## config.mk

```make
export PLATFORM = sky130hd
export DESIGN_NAME = inertial_double_integrator_unit
export DESIGN_NICKNAME = d
export VERILOG_FILES = /design/src/rtl/idi_pkg.sv /design/src/rtl/inertial_double_integrator_unit.sv /design/src/rtl/idi_ctrl.sv /design/src/rtl/idi_datapath.sv
export SDC_FILE = /design/constraint.sdc
export NUM_CORES = 2
export LEC_CHECK = 0
export BUFFER_PORTS_ARGS = -buffer_cell sky130_fd_sc_hd__buf_2
export CAP_MARGIN = 20
export CORE_MARGIN = 2
export CORE_UTILIZATION = 54
export CTS_CLUSTER_SIZE = 40
export DETAILED_ROUTE_END_ITERATION = 12
export GPL_ROUTABILITY_DRIVEN = 0
export GPL_TIMING_DRIVEN = 1
export PLACE_DENSITY = 0.79
export SYNTH_ARGS = -nofsm -noshare
export SYNTH_HDL_FRONTEND = slang
export SYNTH_HIERARCHICAL = 1
export SYNTH_SLANG_ARGS = --single-unit
```

## constraint.sdc

```tcl
create_clock -name aclk -period 12.1 [get_ports aclk]
set_input_delay 2.42 -clock aclk [delete_from_list [all_inputs] [get_ports aclk]]
set_output_delay 2.42 -clock aclk [all_outputs]
set_load 0.05 [all_outputs]
```

## src/rtl/idi_pkg.sv

```systemverilog
`timescale 1ns / 1ps
// ----------------------------------------------------------------------------
// idi_pkg
// Shared types and constants of the inertial double integrator.
// ----------------------------------------------------------------------------
package idi_pkg;

    // item kinds, carried on tuser
    localparam int CMD_W = 2;
    localparam logic [CMD_W-1:0] CMD_INTEG   = 2'd0;
    localparam logic [CMD_W-1:0] CMD_RST_POS = 2'd1;
    localparam logic [CMD_W-1:0] CMD_RST_SPD = 2'd2;

    // integration passes, run in this order for a sample
    localparam int OP_W = 3;
    localparam logic [OP_W-1:0] OP_VX  = 3'd0;
    localparam logic [OP_W-1:0] OP_PX  = 3'd1;
    localparam logic [OP_W-1:0] OP_VY  = 3'd2;
    localparam logic [OP_W-1:0] OP_PY  = 3'd3;
    localparam logic [OP_W-1:0] OP_VZ  = 3'd4;
    localparam logic [OP_W-1:0] OP_PZ  = 3'd5;
    localparam logic [OP_W-1:0] OP_ANG = 3'd6;

    // accumulator widths
    localparam int POS_W = 64;
    localparam int VEL_W = 48;

    // multiplier slice and divide-by-1000 digit unit
    localparam int MUL_W   = 32;
    localparam int HI_W    = VEL_W - MUL_W;
    localparam int DIG_W   = 4;
    localparam int REM_W   = 10;
    localparam int TMP_W   = REM_W + DIG_W;
    localparam int DIVISOR = 1000;

    // controller to datapath
    typedef struct packed {
        logic            load_item;
        logic            clr_pos;
        logic            clr_speed;
        logic            load_opnd;
        logic            mul_lo;
        logic            mul_hi;
        logic            div_step;
        logic            acc_write;
        logic            out_load;
        logic [OP_W-1:0] op;
    } idi_ctl_t;

    // datapath to controller
    typedef struct packed {
        logic [CMD_W-1:0] kind;
    } idi_stat_t;

    function automatic logic [TMP_W-1:0] times_divisor(input logic [DIG_W-1:0] d);
        return TMP_W'(d) * TMP_W'(DIVISOR);
    endfunction

endpackage

```

## src/rtl/inertial_double_integrator_unit.sv

```systemverilog
`timescale 1ns / 1ps
// ----------------------------------------------------------------------------
// inertial_double_integrator_unit
// Dead-reckoning double integrator for IMU samples (8 fraction bits).
// ----------------------------------------------------------------------------
// Each item on the slave stream is either an IMU sample (kind 0) or a reset
// command (kind 1 clears position and angle, kind 2 clears speed and rate and
// takes the item's accelerations as the gravity baseline); any other kind
// leaves the state alone. Every item yields exactly one result item: the
// positions, angle, speeds and last rate after that item. A sample runs seven
// passes (speed then position for x, y, z, then angle) through one shared
// datapath: operand load, a 32-bit and a 16-bit multiplier slice, NDIG
// radix-16 steps dividing by 1000 and one saturating accumulate, with
// NDIG = ceil((48 + DT_BITS) / 4). A finished result waits in an output
// register, so the next item is taken while it is still unread; only the
// hand-off of the following result waits for it.
// ----------------------------------------------------------------------------
module inertial_double_integrator_unit #(
    parameter int SAMPLE_BITS = 16,
    parameter int DT_BITS     = 20
) (
    input  logic aclk,
    input  logic aresetn,

    input  logic                                  s_tvalid,
    output logic                                  s_tready,
    // tuser: cmd[1:0]
    input  logic [1:0]                            s_tuser,
    // tdata: accel_x, accel_y, accel_z, yaw_rate (SAMPLE_BITS each),
    //        dt_x, dt_y, dt_z, dt_rot (DT_BITS each), zero pad to bytes
    input  logic [((4*SAMPLE_BITS+4*DT_BITS+7)/8)*8-1:0] s_tdata,

    output logic                                  m_tvalid,
    input  logic                                  m_tready,
    // tdata: pos_x, pos_y, pos_z, angle (64 each), vel_x, vel_y, vel_z
    //        (48 each), rot_rate (SAMPLE_BITS), zero pad to bytes
    output logic [((400+SAMPLE_BITS+7)/8)*8-1:0]  m_tdata
);
    import idi_pkg::*;

    localparam int IN_W  = ((4*SAMPLE_BITS + 4*DT_BITS + 7) / 8) * 8;
    localparam int OUT_W = ((4*POS_W + 3*VEL_W + SAMPLE_BITS + 7) / 8) * 8;

    idi_ctl_t  ctl;   // sequencer commands
    idi_stat_t stat;  // item kind back to the sequencer

    idi_ctrl #(
        .DT_BITS (DT_BITS)
    ) u_ctrl (
        .aclk     (aclk),
        .aresetn  (aresetn),
        .s_tvalid (s_tvalid),
        .s_tready (s_tready),
        .m_tvalid (m_tvalid),
        .m_tready (m_tready),
        .stat     (stat),
        .ctl      (ctl)
    );

    idi_datapath #(
        .SAMPLE_BITS (SAMPLE_BITS),
        .DT_BITS     (DT_BITS),
        .IN_W        (IN_W),
        .OUT_W       (OUT_W)
    ) u_dp (
        .aclk    (aclk),
        .aresetn (aresetn),
        .ctl     (ctl),
        .stat    (stat),
        .s_tuser (s_tuser),
        .s_tdata (s_tdata),
        .m_tdata (m_tdata)
    );

endmodule

```

## src/rtl/idi_ctrl.sv

```systemverilog
`timescale 1ns / 1ps
// ----------------------------------------------------------------------------
// idi_ctrl
// Sequencer: decodes the item kind, steps the seven integration passes
// through operand, multiply, digit divide and accumulate, hands off results.
// ----------------------------------------------------------------------------
module idi_ctrl #(
    parameter int DT_BITS = 20
) (
    input  logic                aclk,
    input  logic                aresetn,
    input  logic                s_tvalid,
    output logic                s_tready,
    output logic                m_tvalid,
    input  logic                m_tready,
    input  idi_pkg::idi_stat_t  stat,
    output idi_pkg::idi_ctl_t   ctl
);
    import idi_pkg::*;

    localparam int NDIG  = (VEL_W + DT_BITS + DIG_W - 1) / DIG_W;
    localparam int CNT_W = $clog2(NDIG);

    localparam logic [2:0] ST_IDLE   = 3'd0;
    localparam logic [2:0] ST_DECODE = 3'd1;
    localparam logic [2:0] ST_OPND   = 3'd2;
    localparam logic [2:0] ST_MUL_LO = 3'd3;
    localparam logic [2:0] ST_MUL_HI = 3'd4;
    localparam logic [2:0] ST_DIV    = 3'd5;
    localparam logic [2:0] ST_ADD    = 3'd6;
    localparam logic [2:0] ST_DONE   = 3'd7;

    logic [2:0]       state_reg, state_next;
    logic [OP_W-1:0]  op_reg, op_next;
    logic [CNT_W-1:0] cnt_reg, cnt_next;
    logic             oval_reg, oval_next;

    always_ff @(posedge aclk) begin
        if (!aresetn) begin
            state_reg <= ST_IDLE;
            op_reg    <= OP_VX;
            cnt_reg   <= '0;
            oval_reg  <= 1'b0;
        end else begin
            state_reg <= state_next;
            op_reg    <= op_next;
            cnt_reg   <= cnt_next;
            oval_reg  <= oval_next;
        end
    end

    always_comb begin
        state_next = state_reg;
        op_next    = op_reg;
        cnt_next   = cnt_reg;
        ctl        = '0;
        ctl.op     = op_reg;

        unique case (state_reg)
            ST_IDLE: begin
                if (s_tvalid) begin
                    ctl.load_item = 1'b1;
                    state_next    = ST_DECODE;
                end
            end
            ST_DECODE: begin
                unique case (stat.kind)
                    CMD_INTEG: begin
                        op_next    = OP_VX;
                        state_next = ST_OPND;
                    end
                    CMD_RST_POS: begin
                        ctl.clr_pos = 1'b1;
                        state_next  = ST_DONE;
                    end
                    CMD_RST_SPD: begin
                        ctl.clr_speed = 1'b1;
                        state_next    = ST_DONE;
                    end
                    default: begin
                        state_next = ST_DONE;
                    end
                endcase
            end
            ST_OPND: begin
                ctl.load_opnd = 1'b1;
                state_next    = ST_MUL_LO;
            end
            ST_MUL_LO: begin
                ctl.mul_lo = 1'b1;
                state_next = ST_MUL_HI;
            end
            ST_MUL_HI: begin
                ctl.mul_hi = 1'b1;
                cnt_next   = '0;
                state_next = ST_DIV;
            end
            ST_DIV: begin
                ctl.div_step = 1'b1;
                if (cnt_reg == CNT_W'(NDIG - 1)) begin
                    state_next = ST_ADD;
                end else begin
                    cnt_next = cnt_reg + CNT_W'(1);
                end
            end
            ST_ADD: begin
                ctl.acc_write = 1'b1;
                if (op_reg == OP_ANG) begin
                    state_next = ST_DONE;
                end else begin
                    // passes are numbered in running order
                    op_next    = op_reg + OP_W'(1);
                    state_next = ST_OPND;
                end
            end
            ST_DONE: begin
                if (!oval_reg || m_tready) begin
                    ctl.out_load = 1'b1;
                    state_next   = ST_IDLE;
                end
            end
            default: begin
                state_next = ST_IDLE;
            end
        endcase
    end

    always_comb begin
        oval_next = oval_reg;
        if (ctl.out_load) begin
            oval_next = 1'b1;
        end else if (m_tready) begin
            oval_next = 1'b0;
        end
    end

    assign s_tready = (state_reg == ST_IDLE);
    assign m_tvalid = oval_reg;

endmodule

```

## src/rtl/idi_datapath.sv

```systemverilog
`timescale 1ns / 1ps
// ----------------------------------------------------------------------------
// idi_datapath
// Item and state registers, 32-bit and 16-bit multiplier slices, radix-16
// divide-by-1000 digit unit, saturating accumulate and output register.
// ----------------------------------------------------------------------------
module idi_datapath #(
    parameter int SAMPLE_BITS = 16,
    parameter int DT_BITS     = 20,
    parameter int IN_W        = 144,
    parameter int OUT_W       = 416
) (
    input  logic                aclk,
    input  logic                aresetn,
    input  idi_pkg::idi_ctl_t   ctl,
    output idi_pkg::idi_stat_t  stat,
    input  logic [1:0]          s_tuser,
    input  logic [IN_W-1:0]     s_tdata,
    output logic [OUT_W-1:0]    m_tdata
);
    import idi_pkg::*;

    localparam int SB   = SAMPLE_BITS;
    localparam int DB   = DT_BITS;
    localparam int NDIG = (VEL_W + DB + DIG_W - 1) / DIG_W;
    localparam int PP   = NDIG * DIG_W;
    localparam int SW   = ((PP > POS_W) ? PP : POS_W) + 2;
    localparam int OFF_DT = 4 * SB;

    // item
    logic [CMD_W-1:0]     kind_reg;
    logic signed [SB-1:0] ax_reg, ay_reg, az_reg, yaw_reg;
    logic [DB-1:0]        dtx_reg, dty_reg, dtz_reg, dtr_reg;

    // state
    logic signed [SB-1:0]    gx_reg, gy_reg, gz_reg, rate_reg;
    logic signed [VEL_W-1:0] vx_reg, vy_reg, vz_reg;
    logic signed [POS_W-1:0] px_reg, py_reg, pz_reg, ang_reg;

    // operand, product / quotient, remainder
    logic [VEL_W-1:0] mag_reg;
    logic             neg_reg;
    logic [DB-1:0]    dt_reg;
    logic [PP-1:0]    prod_reg;
    logic [REM_W-1:0] rem_reg;
    logic [OUT_W-1:0] out_reg;

    logic signed [VEL_W-1:0] val_sel;
    logic [DB-1:0]           dt_sel;
    logic signed [SB:0]      diff;
    logic signed [SB-1:0]    acc_s, grav_s;
    logic [VEL_W-1:0]        mag;
    logic [MUL_W+DB-1:0]     p_lo;
    logic [HI_W+DB-1:0]      p_hi;
    logic [TMP_W-1:0]        part;
    logic [DIG_W-1:0]        qd;
    logic [TMP_W-1:0]        rem_full;
    logic                    is_speed;
    logic signed [SW-1:0]    acc_ext, q_ext, sum, hi_b, lo_b, res;

    // operand selection for the current pass
    always_comb begin
        acc_s    = ax_reg;
        grav_s   = gx_reg;
        val_sel  = '0;
        dt_sel   = dtx_reg;
        is_speed = 1'b0;
        acc_ext  = '0;
        unique case (ctl.op)
            OP_VX: begin
                acc_s = ax_reg; grav_s = gx_reg; dt_sel = dtx_reg; is_speed = 1'b1;
                acc_ext = SW'(vx_reg);
            end
            OP_PX: begin
                val_sel = vx_reg; dt_sel = dtx_reg; acc_ext = SW'(px_reg);
            end
            OP_VY: begin
                acc_s = ay_reg; grav_s = gy_reg; dt_sel = dty_reg; is_speed = 1'b1;
                acc_ext = SW'(vy_reg);
            end
            OP_PY: begin
                val_sel = vy_reg; dt_sel = dty_reg; acc_ext = SW'(py_reg);
            end
            OP_VZ: begin
                acc_s = az_reg; grav_s = gz_reg; dt_sel = dtz_reg; is_speed = 1'b1;
                acc_ext = SW'(vz_reg);
            end
            OP_PZ: begin
                val_sel = vz_reg; dt_sel = dtz_reg; acc_ext = SW'(pz_reg);
            end
            OP_ANG: begin
                val_sel = VEL_W'(yaw_reg); dt_sel = dtr_reg; acc_ext = SW'(ang_reg);
            end
            default: begin
                val_sel = '0;
            end
        endcase
        diff = (SB+1)'(acc_s) - (SB+1)'(grav_s);
        if (is_speed) begin
            val_sel = VEL_W'(diff);
        end
    end

    assign mag = val_sel[VEL_W-1] ? (VEL_W'(0) - val_sel) : val_sel;

    // product slices
    assign p_lo = (MUL_W+DB)'(mag_reg[MUL_W-1:0]) * (MUL_W+DB)'(dt_reg);
    assign p_hi = (HI_W+DB)'(mag_reg[VEL_W-1:MUL_W]) * (HI_W+DB)'(dt_reg);

    // one quotient digit per step
    assign part = {rem_reg, prod_reg[PP-1 -: DIG_W]};
    always_comb begin
        qd = '0;
        for (int k = 1; k < (1 << DIG_W); k++) begin
            if (part >= times_divisor(DIG_W'(k))) begin
                qd = DIG_W'(k);
            end
        end
    end
    assign rem_full = part - times_divisor(qd);

    // saturating accumulate; min bound is the complement of max
    assign q_ext = SW'(prod_reg);
    assign sum   = neg_reg ? (acc_ext - q_ext) : (acc_ext + q_ext);
    assign hi_b  = is_speed ? SW'({1'b0, {(VEL_W-1){1'b1}}})
                            : SW'({1'b0, {(POS_W-1){1'b1}}});
    assign lo_b  = ~hi_b;
    assign res   = (sum > hi_b) ? hi_b : ((sum < lo_b) ? lo_b : sum);

    // item and operand registers
    always_ff @(posedge aclk) begin
        if (ctl.load_item) begin
            kind_reg <= s_tuser;
            ax_reg   <= s_tdata[0*SB +: SB];
            ay_reg   <= s_tdata[1*SB +: SB];
            az_reg   <= s_tdata[2*SB +: SB];
            yaw_reg  <= s_tdata[3*SB +: SB];
            dtx_reg  <= s_tdata[OFF_DT + 0*DB +: DB];
            dty_reg  <= s_tdata[OFF_DT + 1*DB +: DB];
            dtz_reg  <= s_tdata[OFF_DT + 2*DB +: DB];
            dtr_reg  <= s_tdata[OFF_DT + 3*DB +: DB];
        end
        if (ctl.load_opnd) begin
            mag_reg <= mag;
            neg_reg <= val_sel[VEL_W-1];
            dt_reg  <= dt_sel;
            rem_reg <= '0;
        end
        if (ctl.mul_lo) begin
            prod_reg <= PP'(p_lo);
        end else if (ctl.mul_hi) begin
            prod_reg <= prod_reg + (PP'(p_hi) << MUL_W);
        end else if (ctl.div_step) begin
            prod_reg <= {prod_reg[PP-DIG_W-1:0], qd};
            rem_reg  <= rem_full[REM_W-1:0];
        end
        if (ctl.out_load) begin
            out_reg <= OUT_W'({rate_reg, vz_reg, vy_reg, vx_reg,
                               ang_reg, pz_reg, py_reg, px_reg});
        end
    end

    // architectural state
    always_ff @(posedge aclk) begin
        if (!aresetn) begin
            gx_reg   <= '0;
            gy_reg   <= '0;
            gz_reg   <= '0;
            rate_reg <= '0;
            vx_reg   <= '0;
            vy_reg   <= '0;
            vz_reg   <= '0;
            px_reg   <= '0;
            py_reg   <= '0;
            pz_reg   <= '0;
            ang_reg  <= '0;
        end else if (ctl.clr_pos) begin
            px_reg  <= '0;
            py_reg  <= '0;
            pz_reg  <= '0;
            ang_reg <= '0;
        end else if (ctl.clr_speed) begin
            vx_reg   <= '0;
            vy_reg   <= '0;
            vz_reg   <= '0;
            rate_reg <= '0;
            gx_reg   <= ax_reg;
            gy_reg   <= ay_reg;
            gz_reg   <= az_reg;
        end else if (ctl.acc_write) begin
            unique case (ctl.op)
                OP_VX:   vx_reg <= res[VEL_W-1:0];
                OP_PX:   px_reg <= res[POS_W-1:0];
                OP_VY:   vy_reg <= res[VEL_W-1:0];
                OP_PY:   py_reg <= res[POS_W-1:0];
                OP_VZ:   vz_reg <= res[VEL_W-1:0];
                OP_PZ:   pz_reg <= res[POS_W-1:0];
                OP_ANG: begin
                    ang_reg  <= res[POS_W-1:0];
                    rate_reg <= yaw_reg;
                end
                default: begin
                end
            endcase
        end
    end

    assign stat.kind = kind_reg;
    assign m_tdata   = out_reg;

endmodule
```

### Word-level counts from Yosys, hierarchy flattened

Index checks and enable logic that the tools add are counted.

| word-level totals | value |
|---|---|
| flip-flop bits (word level) | 1,185 |
| input port bits | 150 |
| output and inout port bits | 418 |
| logic and storage cells | 188 |

| cells by class | value |
|---|---|
| add/subtract/negate cells | 8 |
| $mul | 3 |
| order comparisons | 17 |
| eq/ne operators | 22 |
| muxes and demuxes | 71 |
| bitwise gates (word level) | 4 |
| reduce and logical (&&, ||, !) cells | 31 |

Operators with widths:

| kind | count |
|---|---|
| 70-bit one-hot mux with 7 select lines | 1 |
| 48-bit 2-to-1 mux | 10 |
| 48-bit one-hot mux with 4 select lines | 1 |
| 68-bit 2-to-1 mux | 2 |
| 64-bit 2-to-1 mux | 2 |
| 14-bit greater-or-equal comparator, second input constant | 7 |
| 70-bit by 69-bit adder with 70-bit output | 1 |
| 70-bit by 64-bit greater-than comparator with 1-bit output | 1 |
| 70-bit < comparator | 1 |
| 70-bit 2-to-1 mux | 1 |
| 63-bit inverter with 70-bit output | 1 |
| 70-bit by 69-bit subtractor with 70-bit output | 1 |
| 68-bit adder | 1 |
| 16-bit one-hot mux with 2 select lines | 2 |
| 63-bit 2-to-1 mux | 1 |
| 20-bit one-hot mux with 3 select lines | 1 |
| 14-bit by 13-bit greater-or-equal comparator with 1-bit output, second input constant | 4 |
| 32-bit by 20-bit multiplier with 52-bit output | 1 |
| 52-bit 2-to-1 mux | 1 |
| 16-bit 2-to-1 mux | 3 |
| 1-bit by 48-bit subtractor with 48-bit output, first input constant | 1 |
| 47-bit 2-to-1 mux | 1 |
| 10-bit 2-to-1 mux | 4 |
| 16-bit by 20-bit multiplier with 36-bit output | 1 |
| 35 further kinds | 106 |

### Depth between registers and ports, before layout

| logic depth | value |
|---|---|
| depth in word-level cells | 21 |
| mapped depth | 41 |
| depth with buffers taken out | 37 |

### Modules after synthesis

The synthesis kept the hierarchy.

Modules (own cells, without submodules):

| module | times used | cells each | area each (sq um) | sequential area each (sq um) |
|---|---|---|---|---|
| idi_datapath | 1 | 8,633 | 84,492.3 | 30,319.1 |
| idi_ctrl | 1 | 100 | 755.7 | 240.2 |

### Worst setup path before layout

Ideal clock, no wire load.

| path | value |
|---|---|
| path kind | register to register |
| start point | register u_ctrl.op_reg[1] |
| end point | register u_dp.vx_reg[0] |
| setup time | 132 ps |
| data arrival time | 9,543 ps |
| data required time | 11,968 ps |
| path slack | 2,425 ps |
| cell stages (with the launch flop) | 40 |
| buffers on the path | 8 |
| period minus slack after synthesis | 9,675 ps |
| cells stage by stage | dfxtp_1 clkbuf_1 clkbuf_1 clkbuf_1 clkbuf_1 buf_1 clkbuf_1 mux2i_1 nor2_1 a21oi_1 o21ai_0 ha_1 a21o_1 a22o_1 o21a_1 o21ai_0 o211ai_1 o21ba_2 [... 4 more ...] a311oi_1 inv_1 ha_1 nand3_1 or3_1 nor4_1 nand4_1 a2111oi_0 o2111ai_1 nor4_1 and4_1 and4_1 a41oi_1 o41a_1 buf_2 buf_4 nor2_1 o21ai_0 |

| between the ends | value |
|---|---|
| cells in the longest elaborated chain, start to end | 11 |
| elaborated cells on any way between the ends | 24 |
| classes of those cells | add/sub (2); order compare (2); eq/ne (6); mux (9); bitwise (1); reduce/logical (4) |

RTL lines:

| item | RTL line | RTL |
|---|---|---|
| start: declaration | idi_ctrl.sv:34 | `logic [OP_W-1:0] op_reg, op_next;` |
| start signal: assignment | idi_ctrl.sv:46 | `op_reg <= op_next;` |
| parallel branches: the longest is 11 deep, another holds 70-bit by 69-bit adder with 70-bit output | - |  |
| end signal: assignment | idi_datapath.sv:192 | `OP_VX: vx_reg <= res[VEL_W-1:0];` |
| end: declaration | idi_datapath.sv:37 | `logic signed [VEL_W-1:0] vx_reg, vy_reg, vz_reg;` |

Several ways; the timed one is not identified. The select of a mux whose other input is x is not followed.
A chain may end at the register's enable or synchronous reset.

### Worst setup path in the final report

| path | value |
|---|---|
| start point | register u_ctrl.op_reg[2] |
| end point | register u_dp.vx_reg[14] |

The elaborated chain is that of the path after synthesis.

==> summary.txt <==
Status -> finished, final reports clean
CTS tree -> built
Area grow syn2layout -> 9.72%
Final slew viol count -> 0
Residual DRC -> 0
Layout cells sized above 1 -> 11.4%
Clk_skew -> 0.0529 ns
Fin crit period -> 11.26 ns
Largest cells by area after synthesis -> edfxtp_1 24%, fa_1 19%, dfxtp_1 12%
Commonest non-fill, non-tap cell in the layout -> nand2_1
Crit. End Element -> flop
# Post-CTS Setup Buffers -> 0
Yosys top cell area share -> 24.1%
Net Count, Synth -> 10.1k
Vias/cell -> 6.35
Crit path top cell by count -> buf_4
Yosys warning total -> 6
TritonRoute pass-1 iters -> 10
Worst setup SP type -> flop
CTS clk-pin slew, worst paths -> 0.07 ns
Most frequent cells in the layout -> 1243 x nand2_1, 935 x inv_1, 794 x fa_1, 683 x edfxtp_1, 578 x o21ai_0
Row cnt -> 145
Initial drt markers -> 9753
FILL cells -> 12.4k
IO Count -> 568
Async SR Flop Fraction -> 0%
Global-route wire length before repair -> 427000 µm
Gr ovfl total -> 0
Synthesized area per cell -> 9.76 µm²
Relative slew slack -> 19.0%
Critical path class -> flop to flop
Worst path max stage delay -> 0.81 ns
GRT Total Usage -> 34.6%
Wire per inst -> 25.4 µm
Worst Tran Pin Value -> 1.22 ns
Mapped cell area -> 85200 µm²
Fin. Hold Viols -> 0
Layout Nets -> 10.4k
Max FFs per register -> 416
Ys flop type -> edfxtp_1
Post-CTS sizing -> 0
Clock Root Buffer -> clkbuf_16
Port Buffer Count -> 567
Number of synthesized flops with an enable pin -> 683
Overall via count from detail_route -> 70.9k
Seq/Total Area, Yosys -> 35.8%
Antenna violations before repair -> 38
Total negative slack -> 0 ns
Final wirelength -> 283000 µm
Distinct cells, synth -> 91
Clock buffer depth -> 3
Arr. time, crit path -> 11.84 ns
Die height -> 401 µm
TritonCTS buffer count -> 104
Slowest CP cell -> dfxtp_4
Flop2flop setup slack -> 0.84 ns
Worst skew pair latency -> 0.77 ns
Core area -> 157000 µm²
Antenna-violating nets left -> 0
Largest area contributor in the netlist -> edfxtp_1
Post-synthesis register bit count -> 1185
HP Class -> flop to flop
H-tree levels -> 3
Clk sinks -> 1185
Tcrit/Tclk final -> 93.0%
Initial core utilization -> 54.4%
WP data required -> 12.68 ns
Die X -> 401 µm
Die area -> 161000 µm²
Synthesized netlist cell count -> 8733
HPWL Detailed -> 207000 µm
# hold bufs at CTS -> 0
Largest net degree at the start of global routing -> 111
Max_cap viols -> 0
RSZ-0062 raised after global routing -> false
Final setup viols -> 0
Critical path peak fanout -> 51
Max frequency -> 88.8 MHz
Number of global-route vias before repair -> 70.9k
[synth_stat cells (all sizes together) (28+ instances only)]
library cell,instances
a21boi,67
and3,41
fa,794
a22o,73
a22oi,142
dfxtp,502
clkbuf,482
or3,32
a21oi,572
mux2i,72
mux2,47
nor3,86
nand2,1244
a211oi,46
nor2,329
and2,359
o21bai,39
ha,442
o31ai,28
nand2b,49
nor2b,76
o22ai,60
xnor2,197
nor4,34
a21o,110
xor2,71
o211ai,28
inv,933
o21a,41
o21ai,585
buf,53
nand3,124
nand4,32
edfxtp,683
[through the flow]
| step | std cells | worst slack (ns) | hold slack [ns] | cell area, µm² | utilization, % |
|---|---|---|---|---|---|
| detailed placement | 10900 | 1.52 | 0.423 | 89700 | 57.3 |
| floorplan | 8733 | 2.43 | 0.408 | 85200 | - |
| finish | 11200 | 0.841 | 0.442 | 93500 | 59.7 |
| CTS | 11100 | 1.40 | 0.435 | 93400 | 59.6 |
| global placement | 10900 | 1.72 | 0.414 | 89700 | 57.3 |
| global route | 11200 | 0.309 | 0.435 | 93500 | 59.7 |
[worst paths after layout]
check / startpoint / to / cells after the start
max: u_ctrl/op_reg[2] / u_dp/vx_reg[14] / 36
max reg2reg: u_ctrl/op_reg[2] / u_dp/vx_reg[14] / 36
min: u_dp/rate_reg[15] / u_dp/m_tdata[415] / 0
min reg2reg: u_dp/rate_reg[15] / u_dp/m_tdata[415] / 0
[critical path: cells and delay by family (launching register included)]
family / cells / cell delay, ns
buf+inv: 6 / 1.96
fa+ha+maj: 2 / 0.78
simple gates: 9 / 1.89
compound gates: 19 / 5.56
flops: 1 / 0.81
[logic make-up (layout without fill, tap and decap cells)]
group / after synthesis / in the layout / synth area share (%)
simple gates: 2474 / 2474 / 13.4
compound gates: 1959 / 1959 / 14.3
buf+inv: 1469 / 1827 / 6.51
fa+ha+maj: 1236 / 1236 / 25.1
flops: 1185 / 1185 / 35.8
xor+xnor: 268 / 268 / 2.75
mux: 142 / 142 / 2.07
other cells: 0 / 18 / 0
[layout make-up]
type,count,area (µm²),area share (%)
inverter,934,3510,3.75
multi-input combinational,6079,49300,52.7
clock inverter,69,776,0.829
sequential,1185,30600,32.7
clock buffer,128,2900,3.10
timing repair buffer,696,3870,4.14
tap,2058,2570,2.75
antenna,18,45.0,0.0482
[metal layers]
layer | vias up | track usage [%] | routed length [µm]
li1 | 30000 | - | -
met1 | 34300 | 42.4 | 96800
met2 | 5257 | 52.1 | 124000
met3 | 1288 | 10.7 | 38300
met4 | 34 | 24.5 | 24000
met5 | - | 0 | 270
Power is left out: the tool's default activity adds up to more than one toggle a clock period on the data nets, which glitch-free logic cannot reach.
